### src/design/bss_pkg.sv
// Shared types, codes and helpers of the bounded substring search block.
// No dependencies; used by bss_cell, bounded_substring_search and bss_checker.
package bss_pkg;

    localparam int unsigned BYTE_W    = 8;
    localparam int unsigned CFG_IDX_W = 2;
    localparam int unsigned CFG_W     = 64;
    localparam int unsigned LEN_W     = 5;
    localparam int unsigned OUT_W     = 2;
    localparam int unsigned OFFSET_W  = 16;

    // Configuration register indexes.
    localparam logic [CFG_IDX_W-1:0] REG_NEEDLE_LOW  = 2'd0;
    localparam logic [CFG_IDX_W-1:0] REG_NEEDLE_HIGH = 2'd1;
    localparam logic [CFG_IDX_W-1:0] REG_NEEDLE_LEN  = 2'd2;
    localparam logic [CFG_IDX_W-1:0] REG_FOLD_CASE   = 2'd3;

    // Result outcome codes.
    localparam logic [OUT_W-1:0] OUTCOME_FOUND     = 2'd0;
    localparam logic [OUT_W-1:0] OUTCOME_NOT_FOUND = 2'd1;
    localparam logic [OUT_W-1:0] OUTCOME_OVERLONG  = 2'd2;

    localparam logic [BYTE_W-1:0] CHAR_NUL      = 8'h00;
    localparam logic [BYTE_W-1:0] CHAR_UPPER_A  = 8'h41;
    localparam logic [BYTE_W-1:0] CHAR_UPPER_Z  = 8'h5A;
    localparam logic [BYTE_W-1:0] CASE_BIT_MASK = 8'h20;

    typedef logic [BYTE_W-1:0] byte_t;

    // Control handed from the top level to every window cell.
    typedef struct packed {
        logic shift;
        logic clear;
    } cell_ctrl_t;

    // Folds ASCII upper case to lower case when enabled.
    function automatic byte_t fold_byte(input byte_t b, input logic fold);
        if (fold && (b >= CHAR_UPPER_A) && (b <= CHAR_UPPER_Z)) begin
            return b | CASE_BIT_MASK;
        end
        return b;
    endfunction

endpackage

### src/design/bounded_substring_search.sv
// Bounded substring search: one haystack byte per cycle while the result register is free or drained.
// A result appears on m_tvalid in the cycle after the input transaction that decides it.
// The window cell chain compares the incoming byte combinationally and shifts it in when accepted.
// The output register is released by m_tready in the same cycle it is refilled.
// Reset (synchronous, aresetn low) clears configuration, window, position, decided flag and result valid.
// No clearing pass is needed; the block accepts input in the first cycle after reset.
module bounded_substring_search #(
    parameter int unsigned     NEEDLE_MAX = 16,
    parameter longint unsigned HAY_MAX    = 65536
) (
    input  logic                                aclk,
    input  logic                                aresetn,
    // Configuration write channel.
    input  logic                                cfg_valid,
    output logic                                cfg_ready,
    input  logic [bss_pkg::CFG_IDX_W-1:0]       cfg_index,
    input  logic [bss_pkg::CFG_W-1:0]           cfg_data,
    // Haystack byte stream.
    input  logic                                s_tvalid,
    output logic                                s_tready,
    input  logic [7:0]                          s_tdata,   // [7:0] hay_byte
    input  logic                                s_tlast,   // buffer_end
    // Result stream.
    output logic                                m_tvalid,
    input  logic                                m_tready,
    output logic [15:0]                         m_tdata,   // [15:0] match_offset
    output logic [1:0]                          m_tuser    // [1:0] outcome
);

    // Position counts bytes taken in the current buffer and saturates at HAY_MAX.
    localparam int unsigned POS_W = $clog2(HAY_MAX + 1);
    localparam int unsigned PW1   = POS_W + 1;
    localparam int unsigned OFF_W = (POS_W > bss_pkg::OFFSET_W) ? POS_W : bss_pkg::OFFSET_W;
    localparam logic [POS_W-1:0] HAY_LIM = POS_W'(HAY_MAX);
    localparam logic [bss_pkg::LEN_W-1:0] NMAX_LEN = bss_pkg::LEN_W'(NEEDLE_MAX);

    // Configuration registers.
    logic [bss_pkg::CFG_W-1:0]   needle_lo_reg;
    logic [bss_pkg::CFG_W-1:0]   needle_hi_reg;
    logic [bss_pkg::LEN_W-1:0]   needle_len_reg;
    logic                        fold_reg;

    // Buffer state.
    logic [POS_W-1:0] position_reg, position_next;
    logic             decided_reg, decided_next;

    // Output register.
    logic                          m_valid_reg, m_valid_next;
    logic [bss_pkg::OUT_W-1:0]     outcome_reg, outcome_next;
    logic [bss_pkg::OFFSET_W-1:0]  offset_reg, offset_next;

    logic                         accept;
    logic [bss_pkg::LEN_W-1:0]    n_eff;
    logic                         n_zero;
    logic                         overlong;
    logic                         hay_nul;
    logic                         reached;
    logic                         hit;
    logic                         done;
    logic [bss_pkg::OUT_W-1:0]    outcome_now;
    logic [OFF_W-1:0]             off_full;
    logic [2*bss_pkg::CFG_W-1:0]  needle_vec;
    bss_pkg::byte_t               hay_folded;
    bss_pkg::cell_ctrl_t          cell_ctrl;

    bss_pkg::byte_t               cell_dout  [NEEDLE_MAX];
    logic [NEEDLE_MAX-1:0]        cell_match;

    // Configuration is always ready: the user must write registers only while idle; the block does not enforce it.
    assign cfg_ready = 1'b1;

    always_ff @(posedge aclk) begin
        if (!aresetn) begin
            needle_lo_reg  <= '0;
            needle_hi_reg  <= '0;
            needle_len_reg <= '0;
            fold_reg       <= 1'b0;
        end else if (cfg_valid) begin
            case (cfg_index)
                bss_pkg::REG_NEEDLE_LOW:  needle_lo_reg  <= cfg_data;
                bss_pkg::REG_NEEDLE_HIGH: needle_hi_reg  <= cfg_data;
                bss_pkg::REG_NEEDLE_LEN:  needle_len_reg <= cfg_data[bss_pkg::LEN_W-1:0];
                bss_pkg::REG_FOLD_CASE:   fold_reg       <= cfg_data[0];
                default: ;
            endcase
        end
    end

    // A new byte is taken whenever the output register is free or being drained.
    assign s_tready = !m_valid_reg || m_tready;
    assign accept   = s_tvalid && s_tready;

    assign needle_vec = {needle_hi_reg, needle_lo_reg};
    assign n_eff      = (needle_len_reg > NMAX_LEN) ? NMAX_LEN : needle_len_reg;
    assign n_zero     = (n_eff == '0);
    assign overlong   = (position_reg >= HAY_LIM);
    assign hay_nul    = (s_tdata == bss_pkg::CHAR_NUL);
    assign hay_folded = bss_pkg::fold_byte(s_tdata, fold_reg);

    // Enough bytes seen for the needle to fit: position + 1 >= length.
    assign reached  = (PW1'(position_reg) + PW1'(1)) >= PW1'(n_eff);
    assign off_full = OFF_W'(position_reg) + OFF_W'(1) - OFF_W'(n_eff);

    // The window shifts only for a byte that is still being searched.
    assign cell_ctrl.shift = accept && !decided_reg && !n_zero && !overlong && !hay_nul;
    assign cell_ctrl.clear = (accept && s_tlast) || !aresetn;

    // Cell j compares the byte j places back from the newest; for a needle of length n it
    // must equal needle byte n-1-j, so each cell gets its aligned needle byte.
    for (genvar j = 0; j < NEEDLE_MAX; j++) begin : g_cell
        logic [3:0]     nidx;
        logic           active;
        bss_pkg::byte_t need_raw;
        bss_pkg::byte_t din;

        assign active   = (bss_pkg::LEN_W'(j) < n_eff);
        assign nidx     = 4'(n_eff - bss_pkg::LEN_W'(1) - bss_pkg::LEN_W'(j));
        assign need_raw = needle_vec[8*nidx +: 8];

        if (j == 0) begin : g_head
            assign din = hay_folded;
        end else begin : g_link
            assign din = cell_dout[j-1];
        end

        bss_cell u_cell (
            .aclk   (aclk),
            .ctrl   (cell_ctrl),
            .din    (din),
            .needle (bss_pkg::fold_byte(need_raw, fold_reg)),
            .active (active),
            .dout   (cell_dout[j]),
            .match  (cell_match[j])
        );
    end

    assign hit = &cell_match;

    // Decision for the byte at the input, in priority order: empty needle,
    // overlong buffer, NUL terminator, completed match, end of buffer.
    always_comb begin
        done        = 1'b0;
        outcome_now = bss_pkg::OUTCOME_NOT_FOUND;
        if (n_zero) begin
            done        = 1'b1;
            outcome_now = bss_pkg::OUTCOME_FOUND;
        end else if (overlong) begin
            done        = 1'b1;
            outcome_now = bss_pkg::OUTCOME_OVERLONG;
        end else if (hay_nul) begin
            done        = 1'b1;
            outcome_now = bss_pkg::OUTCOME_NOT_FOUND;
        end else if (hit && reached) begin
            done        = 1'b1;
            outcome_now = bss_pkg::OUTCOME_FOUND;
        end else if (s_tlast) begin
            done        = 1'b1;
            outcome_now = bss_pkg::OUTCOME_NOT_FOUND;
        end
    end

    always_comb begin
        position_next = position_reg;
        decided_next  = decided_reg;
        m_valid_next  = m_valid_reg;
        outcome_next  = outcome_reg;
        offset_next   = offset_reg;

        if (m_tready) begin
            m_valid_next = 1'b0;
        end

        if (accept) begin
            if (s_tlast) begin
                position_next = '0;
                decided_next  = 1'b0;
            end else begin
                if (!overlong) begin
                    position_next = position_reg + POS_W'(1);
                end
                decided_next = decided_reg || done;
            end

            if (!decided_reg && done) begin
                m_valid_next = 1'b1;
                outcome_next = outcome_now;
                // Only a match past the empty-needle case carries a nonzero offset.
                if (outcome_now == bss_pkg::OUTCOME_FOUND && !n_zero) begin
                    offset_next = off_full[bss_pkg::OFFSET_W-1:0];
                end else begin
                    offset_next = '0;
                end
            end
        end
    end

    always_ff @(posedge aclk) begin
        if (!aresetn) begin
            position_reg <= '0;
            decided_reg  <= 1'b0;
            m_valid_reg  <= 1'b0;
        end else begin
            position_reg <= position_next;
            decided_reg  <= decided_next;
            m_valid_reg  <= m_valid_next;
        end
    end

    always_ff @(posedge aclk) begin
        outcome_reg <= outcome_next;
        offset_reg  <= offset_next;
    end

    assign m_tvalid = m_valid_reg;
    assign m_tuser  = outcome_reg;
    assign m_tdata  = offset_reg;

endmodule

### src/design/bss_cell.sv
// One cell of the haystack window: holds one folded byte and compares the byte
// entering it against its aligned needle byte. Depends on bss_pkg.
module bss_cell (
    input  logic                aclk,
    input  bss_pkg::cell_ctrl_t ctrl,
    input  bss_pkg::byte_t      din,
    input  bss_pkg::byte_t      needle,
    input  logic                active,
    output bss_pkg::byte_t      dout,
    output logic                match
);

    bss_pkg::byte_t win_reg;
    bss_pkg::byte_t win_next;

    always_comb begin
        win_next = win_reg;
        if (ctrl.clear) begin
            win_next = bss_pkg::CHAR_NUL;
        end else if (ctrl.shift) begin
            win_next = din;
        end
    end

    // The window is part of the buffer state, so clear it explicitly at buffer end;
    // reset is handled by the top level issuing a clear.
    always_ff @(posedge aclk) begin
        win_reg <= win_next;
    end

    // A cell beyond the needle length never blocks a hit.
    assign match = !active || (din == needle);
    assign dout  = win_reg;

endmodule

### config.mk
export PLATFORM = sky130hd
export DESIGN_NAME = bounded_substring_search
export DESIGN_NICKNAME = d
export VERILOG_FILES = /design/src/design/bss_pkg.sv /design/src/design/bounded_substring_search.sv /design/src/design/bss_cell.sv
export SDC_FILE = /design/constraint.sdc
export NUM_CORES = 1
export LEC_CHECK = 0
export BUFFER_PORTS_ARGS = -buffer_cell sky130_fd_sc_hd__buf_4
export CAP_MARGIN = 30
export CORE_ASPECT_RATIO = 1.25
export CORE_MARGIN = 2
export CORE_UTILIZATION = 57
export DETAILED_ROUTE_END_ITERATION = 10
export PLACE_DENSITY = 0.84
export SYNTH_ARGS = -nofsm -noshare
export SYNTH_HDL_FRONTEND = slang
export SYNTH_HIERARCHICAL = 1
export SYNTH_SLANG_ARGS = --single-unit
### constraint.sdc
create_clock -name aclk -period 7.8 [get_ports aclk]
set_input_delay 1.56 -clock aclk [delete_from_list [all_inputs] [get_ports aclk]]
set_output_delay 1.56 -clock aclk [all_outputs]
set_load 0.03 [all_outputs]
Word-level counts from Yosys, hierarchy flattened
Cells that the tools add are included.

word-level totals
  bits in registers = 291
  word-level logic and storage cells = 294

cells by class
  add/subtract/negate cells = 19
  order comparisons = 53
  equal/unequal tests = 20
  shift operators = 16
  muxes and demuxes = 67
  reductions and logical operators = 95

operators with widths
  cell                                                                   number
  128-bit by 8-bit variable part select with 8-bit output                16
  8-bit two-way mux                                                      34
  8-bit by 7-bit >= comparator with 1-bit output, second input constant  17
  8-bit by 7-bit <= comparator with 1-bit output, second input constant  17
  8-bit == test                                                          16
  1-bit logical AND                                                      43
  4-bit by 5-bit < comparator with 1-bit output, first input constant    8
  17-bit two-way mux                                                     2
  4-bit subtractor, second input constant                                8
  1-bit two-way mux                                                      28
  1-bit zero test                                                        22
  3-bit by 5-bit < comparator with 1-bit output, first input constant    4
  1-bit logical OR                                                       19
  17-bit by 1-bit adder with 18-bit output, second input constant        1
  18-bit by 5-bit >= comparator with 1-bit output                        1
  17-bit by 1-bit adder with 17-bit output, second input constant        1
  17-bit >= comparator, second input constant                            1
  16-bit AND reduction                                                   1
  16-bit by 5-bit subtractor with 16-bit output                          1
  4-bit by 3-bit subtractor with 4-bit output, second input constant     4
  2-bit AND reduction                                                    6
  1-bit by 5-bit < comparator with 1-bit output, first input constant    2
  2-bit by 5-bit < comparator with 1-bit output, first input constant    2
  8-bit zero test                                                        1
  other kinds (10)                                                       15

Depth between registers and ports, before layout
  depth after elaboration = 21
  mapped depth = 31
  depth with buffers taken out = 21

Cells and area by module
Netlist, hierarchy kept.

modules (own cells, without submodules)
  module                    instances  cells each  area each (um2)
  bounded_substring_search  1          1469        13909.6
  bss_cell                  16         37          372.9

Least setup slack after synthesis
No wires, ideal clock.

  path kind = register to register
  start = reg needle_len_reg[4] (netlist bit)
  end = reg offset_reg (netlist bit m_tdata[0]), enable pin
  library setup time = 0.421 ns
  arrival time = 7.874 ns
  required time = 7.379 ns
  setup slack = -0.495 ns
  cell stages (with the launch flop) = 24
  path buffers = 5
  period minus slack after synthesis = 8.295 ns
  path through = dfxtp_1 > clkinv_1 > nand2_1 > buf_2 > buf_2 > buf_1 > ha_1 > inv_1 > buf_1 > buf_1 > ha_1 > a21oi_1 > xnor2_1 > mux4_2 > or4_1 > o22ai_1 > o221ai_1 > xnor2_1 > nand4_1 > o21ai_1 > nand4_1 > nor4_1 > o31ai_1 > a211oi_1

on the way
  cells in the longest elaborated chain, start to end = 20
  elaborated cells between the ends (all ways) = 220
  those cells by class = add/sub: 16; order compare: 50; eq/ne: 16; shift: 16; mux: 53; reduce/logical: 69

RTL lines
  what                                                       RTL line                         RTL
  start, declared                                            bounded_substring_search.sv:40   logic [bss_pkg::LEN_W-1:0] needle_len_reg;
  start signal, assigned                                     bounded_substring_search.sv:82   bss_pkg::REG_NEEDLE_LEN: needle_len_reg <= cfg_data[bss_pkg::LEN_W-1:0];
  5-bit > comparator *                                       bounded_substring_search.sv:94   assign n_eff = (needle_len_reg > NMAX_LEN) ? NMAX_LEN : needle_len_reg;
  5-bit two-way mux *                                        bounded_substring_search.sv:94
  4-bit by 1-bit subtractor with 4-bit output *              bounded_substring_search.sv:117  assign nidx = 4'(n_eff - bss_pkg::LEN_W'(1) - bss_pkg::LEN_W'(j));
  4-bit subtractor *                                         bounded_substring_search.sv:117
  128-bit by 8-bit variable part select with 8-bit output *  bounded_substring_search.sv:118  assign need_raw = needle_vec[8*nidx +: 8];
  named net g_cell[13].need_raw[1]                           bounded_substring_search.sv:113  bss_pkg::byte_t need_raw;
  8-bit by 7-bit >= comparator with 1-bit output             bss_pkg.sv:38                    if (fold && (b >= CHAR_UPPER_A) && (b <= CHAR_UPPER_Z)) begin
  1-bit logical AND (2 in a row)                             bss_pkg.sv:38
  [4 not listed]                                             -
  named net cell_match[13]                                   bounded_substring_search.sv:67   logic [NEEDLE_MAX-1:0] cell_match;
  16-bit AND reduction *                                     bounded_substring_search.sv:137  assign hit = &cell_match;
  1-bit logical AND *                                        bounded_substring_search.sv:153  end else if (hit && reached) begin
  1-bit two-way mux *                                        bounded_substring_search.sv:153
  1-bit two-way mux *                                        bounded_substring_search.sv:150  end else if (hay_nul) begin
  1-bit two-way mux *                                        bounded_substring_search.sv:147  end else if (overlong) begin
  1-bit two-way mux *                                        bounded_substring_search.sv:144  if (n_zero) begin
  1-bit logical AND *                                        bounded_substring_search.sv:184  if (!decided_reg && done) begin
  2-bit AND reduction (no source line) *                     -
  end signal, assigned                                       bounded_substring_search.sv:211  offset_reg <= offset_next;
  end, declared                                              bounded_substring_search.sv:50   logic [bss_pkg::OFFSET_W-1:0] offset_reg, offset_next;

The timed path passes the listed nets; every way through them passes the cells marked *. The select of a mux whose other input is x is not followed.
A chain may end at the register's enable or synchronous reset.

Final worst setup path
  start = reg needle_len_reg[4] (netlist bit)
  end = reg offset_reg (netlist bit m_tdata[3]) (data pin)

on the way
  cells in the longest elaborated chain, start to end = 20
  elaborated cells between the ends (all ways) = 222
  those cells by class = add/sub: 17; order compare: 50; eq/ne: 16; shift: 16; mux: 53; reduce/logical: 70

RTL lines
  what                                                       RTL line                         RTL
  5-bit > comparator *                                       bounded_substring_search.sv:94
  5-bit two-way mux *                                        bounded_substring_search.sv:94
  4-bit by 1-bit subtractor with 4-bit output *              bounded_substring_search.sv:117
  4-bit subtractor *                                         bounded_substring_search.sv:117
  128-bit by 8-bit variable part select with 8-bit output *  bounded_substring_search.sv:118
  named net g_cell[9].need_raw[2]                            bounded_substring_search.sv:113
  8-bit by 7-bit >= comparator with 1-bit output             bss_pkg.sv:38
  1-bit logical AND (2 in a row)                             bss_pkg.sv:38
  [4 not listed]                                             -
  named net cell_match[9]                                    bounded_substring_search.sv:67
  16-bit AND reduction *                                     bounded_substring_search.sv:137
  1-bit logical AND *                                        bounded_substring_search.sv:153
  1-bit two-way mux *                                        bounded_substring_search.sv:153
  1-bit two-way mux *                                        bounded_substring_search.sv:150
  2-bit two-way mux *                                        bounded_substring_search.sv:147
  2-bit two-way mux *                                        bounded_substring_search.sv:144
  2-bit zero test *                                          bounded_substring_search.sv:188  if (outcome_now == bss_pkg::OUTCOME_FOUND && !n_zero) begin
  1-bit logical AND *                                        bounded_substring_search.sv:188

Marks and branches as above.

==> impl_metrics.csv <==
group,metric,value,unit
flow_run,drv_cap,0,
drt,met2_length,30190,um
status,status,"finished, final reports clean",
die,die_w,169.8,um
drt,met3_length,5665,um
cts,cts_hold_buf,0,
logic_synthesis,yosysWarnings,6,
global_route,grt_max_degree,104,
die,die_y,211.3,um
logic_synthesis,syn_inst,2035,
sta,rsz0062_at_grt,"false",
cts,cts.clk_slew.worst_paths,60,ps
drt,drt_first_iter_violations,1584,
logic_synthesis,netlist_area,0.01959,mm^2
drt,drc,0,
critical_path,crit_fanout,21,
global_route,grtUsageTotal,0.3602,
die,core-area,0.03369,mm^2
drt,wl_per_cell,25.98,um
cts,htree_levels,1,
logic_synthesis,syn-num-nets,2131,
sta,setup_tns,0,ps
critical_path,critPathCaptureType,"flip-flop",
sta,final-max-slew-violation-count,0,
finish,multiInputGateArea,0.01280,mm^2
place,io_buffers,99,
sta,setup_viol,0,
drt,antenna_left,0,
power_and_ir_drop,vdd_drop_max,0.0001626,V
drt,via_per_inst,6.702,
sta,clock.fmax,143.7,MHz
finish,largest_reg_flops,120,
sta,period_share,0.8923,
die,rows,75,
min_path,hp-class,"flip-flop to flip-flop",
place,place_congestion,1.182,
cts,clockBufferDepth,3,
global_route,antenna_found_initial,2,
cts,cts_made_buffers,29,
critical_path,r2r_slack,840,ps
cts,clock-sinks,291,
sta,min_period,6960,ps
finish,nets,2150,
drt,wl_met1,23460,um
sta,worstMarginPinSlew,1034,ps
cts,cts_root_buf,"clkbuf_16",
cts,post_cts_buffers,0,
cts,cts_resized,0,
global_route,grt_pass1_vias,16070,
sta,hold_violations,0,
die,design.portCount,101,
finish,seq_area,0.006006,mm^2
power_and_ir_drop,p_leak,7.929,nW
power_and_ir_drop,design_power_total,3.901,mW
sta,clock_skew,12.73,ps
global_route,grt_pass1_wl,97590,um
critical_path,start_kind,"flip-flop",
logic_synthesis,syn_avg_cell_area,9.627,um^2
drt,routed.top_layer,"met5",
drt,first_pass_iters,7,
finish,fillers,2727,
finish,drive_above_1_share,0.1826,
power_and_ir_drop,powerDensity,181.5,mW/mm^2
global_route,gr-total-overflow,0,
drt,vias,16750,
cts,cts_tree,"built",
critical_path,critPathRequiredTime,8200,ps
die,initial_core_util,0.5815,
drt,drt_wl_total,64940,um
die,dieArea,0.03588,mm^2
critical_path,arrival,7360,ps
critical_path,crit_type,"flip-flop to flip-flop",
place,hpwl,49990,um
cts,clkLatencyLatePin,580,ps
sta,max_slew_margin,0.3108,
finish,area_delta_synth_final,9.689,%
[critical path, cell delays in order, from the launching register on]
cell and delay [ps]:
dfxtp_1 530, clkinv_1 310, nand2_2 370, ha_1 270, xor2_2 130, buf_4 380, inv_4 250, ha_1 330
nand2_1 130, xor2_2 130, buf_4 270, mux4_2 590, or4_1 530, o22ai_1 150, o21ai_1 100, xnor2_1 160
nand4_1 160, o21ai_1 170, nand4_1 140, nor4_1 600, o31ai_1 280, or2_1 480, nor3_1 280
[layer usage]
metal | vias up | track usage
li1 | 7385 | -
met1 | 8189 | 0.4308
met2 | 946 | 0.5831
met3 | 232 | 0.06277
met4 | 2 | 0.2667
met5 | - | 0
[cell usage in the layout, fill, tap and decap left out, types with 15 or more instances in the layout]
cell,instances
nand4_1,39
nand2_1,321
dfxtp_1,273
edfxtp_1,18
mux2i_1,320
o21ai_0,23
a21oi_1,168
ha_1,15
mux4_2,150
o21ai_1,18
xnor2_1,143
inv_1,20
nor2_1,189
clkbuf_16,30
buf_4,123
[report_power, final]
part | leakage, nW | switching [mW] | total, mW | internal (mW)
Combinational | 5.04 | 0.489 | 0.844 | 0.354
Sequential | 2.39 | 0.0390 | 1.58 | 1.54
Clock | 0.499 | 0.635 | 1.48 | 0.843
Total | 7.93 | 1.16 | 3.90 | 2.74
[path summary, 6_finish.rpt]
path / depth (start not counted) / from / to
setup / recovery: 22 / needle_len_reg[4] / m_tdata[3]
hold / removal: 2 / needle_lo_reg[61] / needle_lo_reg[61]
setup reg to reg: 22 / needle_len_reg[4] / m_tdata[3]
hold reg to reg: 2 / needle_lo_reg[61] / needle_lo_reg[61]
[through the flow]
| stage | utilization | hold slack, ps | setup WS (ps) | area, um^2 | std cells |
|---|---|---|---|---|---|
| global route | 0.6378 | 512.2 | 488.9 | 21490 | 2500 |
| CTS | 0.6361 | 488.3 | 938.5 | 21430 | 2497 |
| finish | 0.6378 | 488.5 | 840.3 | 21490 | 2500 |
| floorplan | - | 455.5 | 81.69 | 19600 | 2035 |
| global placement | 0.6045 | 465.6 | 1113 | 20360 | 2440 |
| detailed placement | 0.6063 | 477.6 | 979.9 | 20430 | 2444 |
[layout make-up]
class	count	share of cell area
clock inverter	19	0.009258
multi-input combinational	1578	0.5958
antenna	1	0.0001165
timing repair buffer	129	0.04845
tap	423	0.02463
clock buffer	34	0.03750
inverter	25	0.004716
sequential	291	0.2795
(Power assumes the default switching activity.)
